**src/rtl/sfmr_pkg.sv**
```systemverilog
// Package for the stepper floor move ramp block: register widths, reset values,
// register indexes and the ramp limits.
// It depends on nothing else.
package sfmr_pkg;

  // Width of the period registers and the tick counter.
  localparam int unsigned PERIOD_W = 10;
  // Width of the steps per floor register.
  localparam int unsigned SPF_W = 12;
  // Width of the brake distance register.
  localparam int unsigned BRAKE_W = 10;
  // Configuration port: data as wide as the widest register, four registers.
  localparam int unsigned CFG_W = 12;
  localparam int unsigned CFG_IDX_W = 2;

  // Default number of floor index bits.
  localparam int unsigned FLOOR_BITS_DEF = 6;

  // Register indexes on the configuration port.
  localparam logic [CFG_IDX_W-1:0] REG_START_PERIOD = 2'd0;
  localparam logic [CFG_IDX_W-1:0] REG_TOP_PERIOD = 2'd1;
  localparam logic [CFG_IDX_W-1:0] REG_STEPS_PER_FLOOR = 2'd2;
  localparam logic [CFG_IDX_W-1:0] REG_BRAKE_DISTANCE = 2'd3;

  // Reset values of the registers.
  localparam logic [PERIOD_W-1:0] START_PERIOD_RST = 10'd120;
  localparam logic [PERIOD_W-1:0] TOP_PERIOD_RST = 10'd8;
  localparam logic [SPF_W-1:0] STEPS_PER_FLOOR_RST = 12'd601;
  localparam logic [BRAKE_W-1:0] BRAKE_DISTANCE_RST = 10'd100;

  // The half period saturates here while braking.
  localparam logic [PERIOD_W-1:0] PERIOD_MAX = 10'd1023;

  // Command codes.
  localparam logic CMD_TICK = 1'b0;
  localparam logic CMD_MOVE = 1'b1;

endpackage

```
**src/rtl/stepper_floor_move_ramp_top.sv**
```systemverilog
// Top level of the stepper floor move ramp block: input register, move and ramp
// logic, and the result register with its handshake.
// It depends on sfmr_pkg.

// The block drives a lift's stepper motor from a stream of words, each of which
// is either one tick of the timebase or a command to move to a target floor. A
// move sets the step count to the floor difference times steps_per_floor and the
// direction from its sign, and it starts the half period at start_period. Every
// motor pulse has a low phase and then a high phase, each lasting half_period
// ticks (one tick when the half period is zero). After each pulse the half period
// falls by one towards top_period while more than brake_distance steps remained
// before that pulse, and otherwise it rises by one, saturating at 1023. A move
// given while a move is in progress is dropped and counts as no tick. When the
// last step is done the floor position takes the target, and move_done is high on
// that word. Each accepted word gives exactly one result word. Rate: one word is
// accepted in every cycle while the output side is not stalled; a result is
// presented from the result register after its word has waited in the input
// register, and the move and ramp logic between the input and result
// registers closes the whole state loop within the same cycle, so that the next
// tick sees the updated counters at once. Configuration should be written only
// while the block is idle; there is no clearing pass after reset.
module stepper_floor_move_ramp_top #(
  parameter int unsigned FLOOR_BITS = sfmr_pkg::FLOOR_BITS_DEF
) (
  input  logic                            clk_i,
  input  logic                            rst_ni,
  // Configuration write port.
  input  logic                            cfg_we_i,
  input  logic [sfmr_pkg::CFG_IDX_W-1:0]  cfg_index_i,
  input  logic [sfmr_pkg::CFG_W-1:0]      cfg_wdata_i,
  // Input channel.
  input  logic                            in_valid_i,
  output logic                            in_stall_o,
  input  logic                            cmd_i,
  input  logic [FLOOR_BITS-1:0]           target_floor_i,
  // Output channel.
  output logic                            out_valid_o,
  input  logic                            out_stall_i,
  output logic                            step_line_o,
  output logic                            dir_line_o,
  output logic                            busy_res_o,
  output logic                            move_done_o,
  output logic [FLOOR_BITS-1:0]           floor_position_o
);
  import sfmr_pkg::*;

  // The step count holds a floor difference times the steps per floor.
  localparam int unsigned STEP_W = FLOOR_BITS + SPF_W;

  // Configuration registers.
  logic [PERIOD_W-1:0] start_period_q;
  logic [PERIOD_W-1:0] top_period_q;
  logic [SPF_W-1:0]    steps_per_floor_q;
  logic [BRAKE_W-1:0]  brake_distance_q;

  // Input register.
  logic                  in_valid_q;
  logic                  cmd_q;
  logic [FLOOR_BITS-1:0] target_q;

  // Move state.
  logic [FLOOR_BITS-1:0] cur_floor_q, cur_floor_d;
  logic [FLOOR_BITS-1:0] goal_floor_q, goal_floor_d;
  logic [STEP_W-1:0]     total_steps_q, total_steps_d;
  logic [STEP_W-1:0]     steps_done_q, steps_done_d;
  logic [PERIOD_W-1:0]   half_period_q, half_period_d;
  logic [PERIOD_W-1:0]   tick_count_q, tick_count_d;
  logic                  high_phase_q, high_phase_d;
  logic                  moving_up_q, moving_up_d;
  logic                  moving_q, moving_d;
  logic                  done_d;

  // Result register.
  logic                  out_valid_q;
  logic                  step_line_q;
  logic                  dir_line_q;
  logic                  busy_res_q;
  logic                  move_done_q;
  logic [FLOOR_BITS-1:0] floor_pos_q;

  // Handshake and datapath helpers.
  logic                  out_free;
  logic                  fire;
  logic                  target_above;
  logic [FLOOR_BITS-1:0] floor_dist;
  logic [STEP_W-1:0]     move_steps;
  logic [STEP_W-1:0]     remaining;
  logic [STEP_W-1:0]     steps_next;
  logic [PERIOD_W-1:0]   tick_next;

  // The result register can take a new word when it is empty or being emptied.
  assign out_free   = !out_valid_q || !out_stall_i;
  // The word in the input register is processed when the result can be stored.
  assign fire       = in_valid_q && out_free;
  assign in_stall_o = in_valid_q && !out_free;

  // Configuration registers are written directly; no read-back.
  always_ff @(posedge clk_i or negedge rst_ni) begin
    if (!rst_ni) begin
      start_period_q    <= START_PERIOD_RST;
      top_period_q      <= TOP_PERIOD_RST;
      steps_per_floor_q <= STEPS_PER_FLOOR_RST;
      brake_distance_q  <= BRAKE_DISTANCE_RST;
    end else if (cfg_we_i) begin
      case (cfg_index_i)
        REG_START_PERIOD:    start_period_q    <= cfg_wdata_i[PERIOD_W-1:0];
        REG_TOP_PERIOD:      top_period_q      <= cfg_wdata_i[PERIOD_W-1:0];
        REG_STEPS_PER_FLOOR: steps_per_floor_q <= cfg_wdata_i[SPF_W-1:0];
        REG_BRAKE_DISTANCE:  brake_distance_q  <= cfg_wdata_i[BRAKE_W-1:0];
        default: ;
      endcase
    end
  end

  // Input register: loads whenever it is not holding a stalled word.
  always_ff @(posedge clk_i or negedge rst_ni) begin
    if (!rst_ni) begin
      in_valid_q <= 1'b0;
    end else if (!in_stall_o) begin
      in_valid_q <= in_valid_i;
    end
  end

  always_ff @(posedge clk_i) begin
    if (!in_stall_o && in_valid_i) begin
      cmd_q    <= cmd_i;
      target_q <= target_floor_i;
    end
  end

  // Floor difference and the resulting step count of a new move. The product is
  // at most FLOOR_BITS by twelve bits.
  assign target_above = target_q > cur_floor_q;
  assign floor_dist   = target_above ? (target_q - cur_floor_q) : (cur_floor_q - target_q);
  assign move_steps   = STEP_W'(floor_dist) * STEP_W'(steps_per_floor_q);

  // Steps still to go before the current pulse completes, used for the ramp.
  assign remaining  = total_steps_q - steps_done_q;
  assign steps_next = steps_done_q + STEP_W'(1);
  assign tick_next  = tick_count_q + PERIOD_W'(1);

  always_comb begin
    cur_floor_d   = cur_floor_q;
    goal_floor_d  = goal_floor_q;
    total_steps_d = total_steps_q;
    steps_done_d  = steps_done_q;
    half_period_d = half_period_q;
    tick_count_d  = tick_count_q;
    high_phase_d  = high_phase_q;
    moving_up_d   = moving_up_q;
    moving_d      = moving_q;
    done_d        = 1'b0;
    if (cmd_q == CMD_MOVE) begin
      // A move is only taken while idle.
      if (!moving_q) begin
        moving_up_d   = target_above;
        goal_floor_d  = target_q;
        total_steps_d = move_steps;
        steps_done_d  = '0;
        half_period_d = start_period_q;
        tick_count_d  = '0;
        high_phase_d  = 1'b0;
        if (move_steps == '0) begin
          // Nothing to travel: the move finishes on the command word itself.
          cur_floor_d = target_q;
          done_d      = 1'b1;
        end else begin
          moving_d = 1'b1;
        end
      end
    end else if (moving_q) begin
      tick_count_d = tick_next;
      if (tick_next >= half_period_q) begin
        tick_count_d = '0;
        if (!high_phase_q) begin
          high_phase_d = 1'b1;
        end else begin
          high_phase_d = 1'b0;
          if (remaining > STEP_W'(brake_distance_q)) begin
            if (half_period_q > top_period_q) begin
              half_period_d = half_period_q - PERIOD_W'(1);
            end
          end else if (half_period_q < PERIOD_MAX) begin
            half_period_d = half_period_q + PERIOD_W'(1);
          end
          steps_done_d = steps_next;
          if (steps_next >= total_steps_q) begin
            moving_d    = 1'b0;
            cur_floor_d = goal_floor_q;
            done_d      = 1'b1;
          end
        end
      end
    end
  end

  // Move state advances once for every word that is processed.
  always_ff @(posedge clk_i or negedge rst_ni) begin
    if (!rst_ni) begin
      cur_floor_q   <= '0;
      goal_floor_q  <= '0;
      total_steps_q <= '0;
      steps_done_q  <= '0;
      half_period_q <= START_PERIOD_RST;
      tick_count_q  <= '0;
      high_phase_q  <= 1'b0;
      moving_up_q   <= 1'b0;
      moving_q      <= 1'b0;
    end else if (fire) begin
      cur_floor_q   <= cur_floor_d;
      goal_floor_q  <= goal_floor_d;
      total_steps_q <= total_steps_d;
      steps_done_q  <= steps_done_d;
      half_period_q <= half_period_d;
      tick_count_q  <= tick_count_d;
      high_phase_q  <= high_phase_d;
      moving_up_q   <= moving_up_d;
      moving_q      <= moving_d;
    end
  end

  // Result register: valid flag with reset, payload without.
  always_ff @(posedge clk_i or negedge rst_ni) begin
    if (!rst_ni) begin
      out_valid_q <= 1'b0;
    end else if (fire) begin
      out_valid_q <= 1'b1;
    end else if (!out_stall_i) begin
      out_valid_q <= 1'b0;
    end
  end

  always_ff @(posedge clk_i) begin
    if (fire) begin
      // The pulse line follows the high phase; the direction line is only
      // raised inside a pulse of an upward move.
      step_line_q <= moving_d && high_phase_d;
      dir_line_q  <= moving_d && high_phase_d && moving_up_d;
      busy_res_q  <= moving_d;
      move_done_q <= done_d;
      floor_pos_q <= cur_floor_d;
    end
  end

  assign out_valid_o      = out_valid_q;
  assign step_line_o      = step_line_q;
  assign dir_line_o       = dir_line_q;
  assign busy_res_o       = busy_res_q;
  assign move_done_o      = move_done_q;
  assign floor_position_o = floor_pos_q;

`ifndef NO_ASSERTIONS
  // A pulse is only ever shown while a move is in progress.
  a_step_needs_busy : assert property (@(posedge clk_i) disable iff (!rst_ni)
    out_valid_q && step_line_q |-> busy_res_q)
    else $error("step pulse reported without a move in progress");

  // A move that finishes must not still be reported as busy.
  a_done_not_busy : assert property (@(posedge clk_i) disable iff (!rst_ni)
    out_valid_q && move_done_q |-> !busy_res_q)
    else $error("move reported as done and busy on the same word");

  // While moving, the step counter stays below the step count of the move.
  a_steps_in_range : assert property (@(posedge clk_i) disable iff (!rst_ni)
    moving_q |-> (steps_done_q < total_steps_q))
    else $error("step counter reached the step count while still moving");

  // The move state only changes when a word is processed.
  a_state_holds : assert property (@(posedge clk_i) disable iff (!rst_ni)
    !fire |=> $stable(moving_q) && $stable(cur_floor_q) && $stable(steps_done_q))
    else $error("move state changed without a word being processed");
`endif

endmodule

```
**config.mk**
```make
export PLATFORM = sky130hd
export DESIGN_NAME = stepper_floor_move_ramp_top
export DESIGN_NICKNAME = d
export VERILOG_FILES = /design/src/rtl/sfmr_pkg.sv /design/src/rtl/stepper_floor_move_ramp_top.sv
export SDC_FILE = /design/constraint.sdc
export NUM_CORES = 1
export LEC_CHECK = 0
export BUFFER_PORTS_ARGS = -buffer_cell sky130_fd_sc_hd__clkbuf_2
export CORE_UTILIZATION = 59
export CTS_BUF_LIST = sky130_fd_sc_hd__clkbuf_8
export CTS_CLUSTER_SIZE = 25
export DETAILED_ROUTE_END_ITERATION = 8
export GPL_ROUTABILITY_DRIVEN = 0
export PLACE_DENSITY = 0.9
export SLEW_MARGIN = 30
export SYNTH_ARGS = -nofsm -noshare
export SYNTH_HDL_FRONTEND = slang
export SYNTH_SLANG_ARGS = --single-unit
export TNS_END_PERCENT = 50
```
**constraint.sdc**
```tcl
create_clock -name clk_i -period 8.1 [get_ports clk_i]
set_input_delay 1.62 -clock clk_i [delete_from_list [all_inputs] [get_ports clk_i]]
set_output_delay 1.62 -clock clk_i [all_outputs]
set_load 0.05 [all_outputs]
```
==> results_tabular.tex <==
\begin{tabular}{lr}
\hline
Metric & Value \\
\hline
\multicolumn{2}{l}{\textbf{Hold path}} \\
Number of instances on the worst hold path & 2 \\
Worst hold path endpoint & goal\_floor\_q[2] \\
Path class of the lowest-slack min-delay path & reg2reg \\
Hold Crit Start & goal\_floor\_q[2] \\
\multicolumn{2}{l}{\textbf{Power}} \\
Internal power & 2.62 mW \\
Clock network fraction of design power & 11.8\% \\
Switching share of total power & 49.3\% \\
Relative contribution of sequential cells to total power & 18.6\% \\
Total power & 5.16 mW \\
Lkg Pwr & 5.79 nW \\
Fraction of power consumed by combinational cells & 69.6\% \\
Areal power density over the cells & 424 nW/µm² \\
Switching pwr & 2.55 mW \\
VDD IR-drop max & 379 µV \\
\multicolumn{2}{l}{\textbf{Final layout}} \\
Most common library cell in the layout ignoring fill and taps & sky130\_fd\_sc\_hd\_\_inv\_1 \\
Commonest cells after routing, fill and taps aside & 155 x sky130\_fd\_sc\_hd\_\_inv\_1, 114 x sky130\_fd\_sc\_hd\_\_ha\_1, 98 x sky130\_fd\_sc\_hd\_\_dfrtp\_1 \\
Layout cell share with drive strength beyond 1 & 14.4\% \\
Filler cell count in the final layout & 1355 \\
Synth-to-layout area growth & 8.32\% \\
ANT cells & 0 \\
NumNets Final & 1433 \\
\multicolumn{2}{l}{\textbf{Clock network}} \\
Clock latency of the later-clocked register in the worst-skew pair & 0.47 ns \\
CTS Hold Bufs & 0 \\
Reg clk slew, reported paths & 0.08 ns \\
Max Root-Sink Buffers & 2 \\
Clock tree from TritonCTS & built \\
CTS root buffer & sky130\_fd\_sc\_hd\_\_clkbuf\_8 \\
\# clock sinks & 132 \\
H-tree levels & 4 \\
TritonCTS buffer count & 17 \\
\multicolumn{2}{l}{\textbf{Critical path}} \\
Logic depth of the worst register-to-register path & 27 \\
CP Data Required Time & 8.31 ns \\
Slowest cell on crit path & sky130\_fd\_sc\_hd\_\_or4\_1 \\
Setup crit start kind & register \\
Crit. End Element & register \\
Startpoint of the lowest-slack register-to-register path & target\_q[0] \\
CP Class & reg2reg \\
Worst reg2reg path endpoint & busy\_res\_o \\
Top cell by count, worst path & sky130\_fd\_sc\_hd\_\_a21o\_1 \\
Setup slack, reg-to-reg & 0.19 ns \\
Crit path max fanout & 7 \\
Worst setup path start & target\_q[0] \\
Signal arrival time at the worst endpoint & 8.12 ns \\
Delay of the slowest critical-path stage & 0.64 ns \\
\multicolumn{2}{l}{\textbf{Detailed routing}} \\
Number of remaining DRC errors & 0 \\
Wirelength, routed & 27.1 mm \\
DRT iter0 DRCs & 705 \\
Detail-routed net length per standard cell & 18.1 µm \\
Final ANT Viol Nets & 0 \\
Total vias in the final route & 9191 \\
Total iterations of the first detailed-routing run & 7 \\
Via-to-Cell Ratio & 6.15 \\
\multicolumn{2}{l}{\textbf{GRT}} \\
Total overflow reported by the global router & 0 \\
First-pass GRT wire length & 45.0 mm \\
Vias in the first global route & 9468 \\
Initial antenna violation count & 0 \\
Maximum number of pins on one net before global-route repair & 67 \\
Global routing usage summed across all routing layers & 29.0\% \\
\multicolumn{2}{l}{\textbf{Timing}} \\
Number of endpoints with negative hold slack in the final report & 0 \\
Count of final max-slew check failures & 0 \\
Final period utilization & 97.6\% \\
Pin slew with the least headroom to its limit & 0.872 ns \\
Setup TNS Final & 0 ns \\
Max Fclk & 126 MHz \\
Relative slew margins & 41.7\% \\
Worst setup margin & 0.194 ns \\
Setup violation total in the final timing report & 0 \\
Hold Slack & 0.501 ns \\
Clock period minus worst slack & 7.91 ns \\
Clock Skew & 0.0142 ns \\
\multicolumn{2}{l}{\textbf{Yosys}} \\
Adder-cell share of the synthesized area & 20.7\% \\
Async set-reset flop share out of synthesis & 87.1\% \\
Post-Synthesis Cell Area & 11300 µm² \\
Leading register cell type out of synthesis & sky130\_fd\_sc\_hd\_\_dfrtp\_1 \\
Main combinational cell family by area after synthesis & adder cells \\
Post-synthesis cell type count & 70 \\
Compound-cell area share of the yosys netlist & 14.8\% \\
Synth Register Bits & 132 \\
Synthesized instance count & 1211 \\
Fraction of the yosys area taken by sequential cells & 30.3\% \\
Number of enable-type register cells in the synthesized netlist & 17 \\
Area share of and/or/nand/nor cells after synthesis & 15.3\% \\
Multiplexer fraction of the synthesized cell area & 8.38\% \\
Yosys warns & 0 \\
Post-Syn Nets & 1396 \\
Post-synthesis xor/xnor area fraction & 4.13\% \\
Mean cell area of the mapped netlist & 9.29 µm² \\
\multicolumn{2}{l}{\textbf{Job}} \\
Number of max-cap violations & 0 \\
\multicolumn{2}{l}{\textbf{Floorplan}} \\
Row cnt & 50 \\
Die outline area & 19600 µm² \\
Width of the chip & 140 µm \\
Effective utilization at floorplan & 60.2\% \\
Die Ht & 140 µm \\
Standard cell core area & 18700 µm² \\
Ports placed on the boundary & 38 \\
\multicolumn{2}{l}{\textbf{Status}} \\
Result of the run & finished clean \\
\multicolumn{2}{l}{\textbf{Placed design}} \\
Post-detail-place hpwl & 20.2 mm \\
Placement Setup Slack & 0.110 ns \\
Port Buffer Count & 37 \\
\hline
\end{tabular}
[synthesized netlist by cell type (23+ instances only)]
master | n | area, µm²
sky130_fd_sc_hd__xnor2_1 | 39 | 342
sky130_fd_sc_hd__and2_1 | 37 | 231
sky130_fd_sc_hd__nor2_1 | 47 | 176
sky130_fd_sc_hd__fa_1 | 45 | 901
sky130_fd_sc_hd__inv_1 | 154 | 578
sky130_fd_sc_hd__nand3_1 | 26 | 130
sky130_fd_sc_hd__a21o_1 | 25 | 188
sky130_fd_sc_hd__a21oi_1 | 63 | 315
sky130_fd_sc_hd__ha_1 | 114 | 1430
sky130_fd_sc_hd__nor2b_1 | 34 | 213
sky130_fd_sc_hd__mux2i_1 | 23 | 230
sky130_fd_sc_hd__dfrtp_1 | 98 | 2450
sky130_fd_sc_hd__o21ai_0 | 65 | 325
sky130_fd_sc_hd__nand2_1 | 96 | 360
sky130_fd_sc_hd__mux2_2 | 62 | 698
sky130_fd_sc_hd__clkbuf_1 | 28 | 105
[worst max-delay path, delay by kind of cell (launching register included)]
family,cells,cell delay [ns]
fa+ha+maj,6,2.45
buf+inv,3,0.20
flops,1,0.43
mux,2,0.68
compound gates,10,2.08
simple gates,6,1.78
[final cells by class]
type	instances	area (µm²)	area share, %
multi-input cells	888	7160	58.8
inverters	156	586	4.80
repair buffers	53	308	2.53
flip-flops and latches	132	3410	28.0
well taps	234	293	2.40
clock buffers	20	275	2.26
clock inverters	12	153	1.25
[stage by stage]
step                      utilization [%]  cell area [µm²]  std cells
after detailed placement             62.6            11700       1462
final                                65.2            12200       1495
after global placement               62.6            11700       1462
after CTS                            64.9            12100       1494
after global routing                 65.2            12200       1495
after floorplan                         -            11300       1211
[flip-flops by register name, summed over array words and instances, names as in the netlist, 6 cells and up]
signal and cells:
steps_done_q 18, total_steps_q 18, steps_per_floor_q 12, brake_distance_q 10, half_period_q 10, start_period_q 10
tick_count_q 10, top_period_q 10, cur_floor_q 6, floor_position_o 6, goal_floor_q 6, target_q 6
[power groups by stage]
stage / sequential (mW) / combinational (mW) / clock [mW]
after floorplan: 0.919 / 2.66 / 0
after global placement: 0.961 / 3.22 / 0
after detailed placement: 0.967 / 3.42 / 0
after CTS: 0.956 / 3.47 / 0.614
after global routing: 0.975 / 3.98 / 0.638
final: 0.963 / 3.59 / 0.609
[worst max path at each step]
| stage | to | slack (ns) |
|---|---|---|
| global route | busy_res_o | -0.07 |
| detailed placement | busy_res_o | 0.11 |
| CTS | busy_res_o | 0.08 |
| finish | busy_res_o | 0.19 |
| floorplan | busy_res_o | 0.49 |
| global placement | busy_res_o | 0.38 |
[routing by layer]
layer / vias up / global-route usage, % / part of all wire, %
met5: - / 0 / 0
met4: 0 / 17.5 / 5.2
met3: 92 / 4.75 / 5.6
met2: 355 / 49.0 / 48
met1: 4497 / 34.9 / 41
li1: 4247 / - / -
[logic make-up after synthesis]
kind of cell,Yosys count
buffers and inverters,191
AND/OR/NAND/NOR,335
flip-flops,132
adder cells (fa/ha/maj),159
AO/OA/AOI/OAI,255
XOR/XNOR,53
multiplexers,86
[what timing repair did]
| action | 4_1_cts | 5_1_grt |
|---|---|---|
| resized for setup | 1 | 9 |
| setup buffers | 0 | 1 |
| endpoints found under the setup margin | 1 | 15 |
No activity file was read; power rests on OpenSTA's default activity.
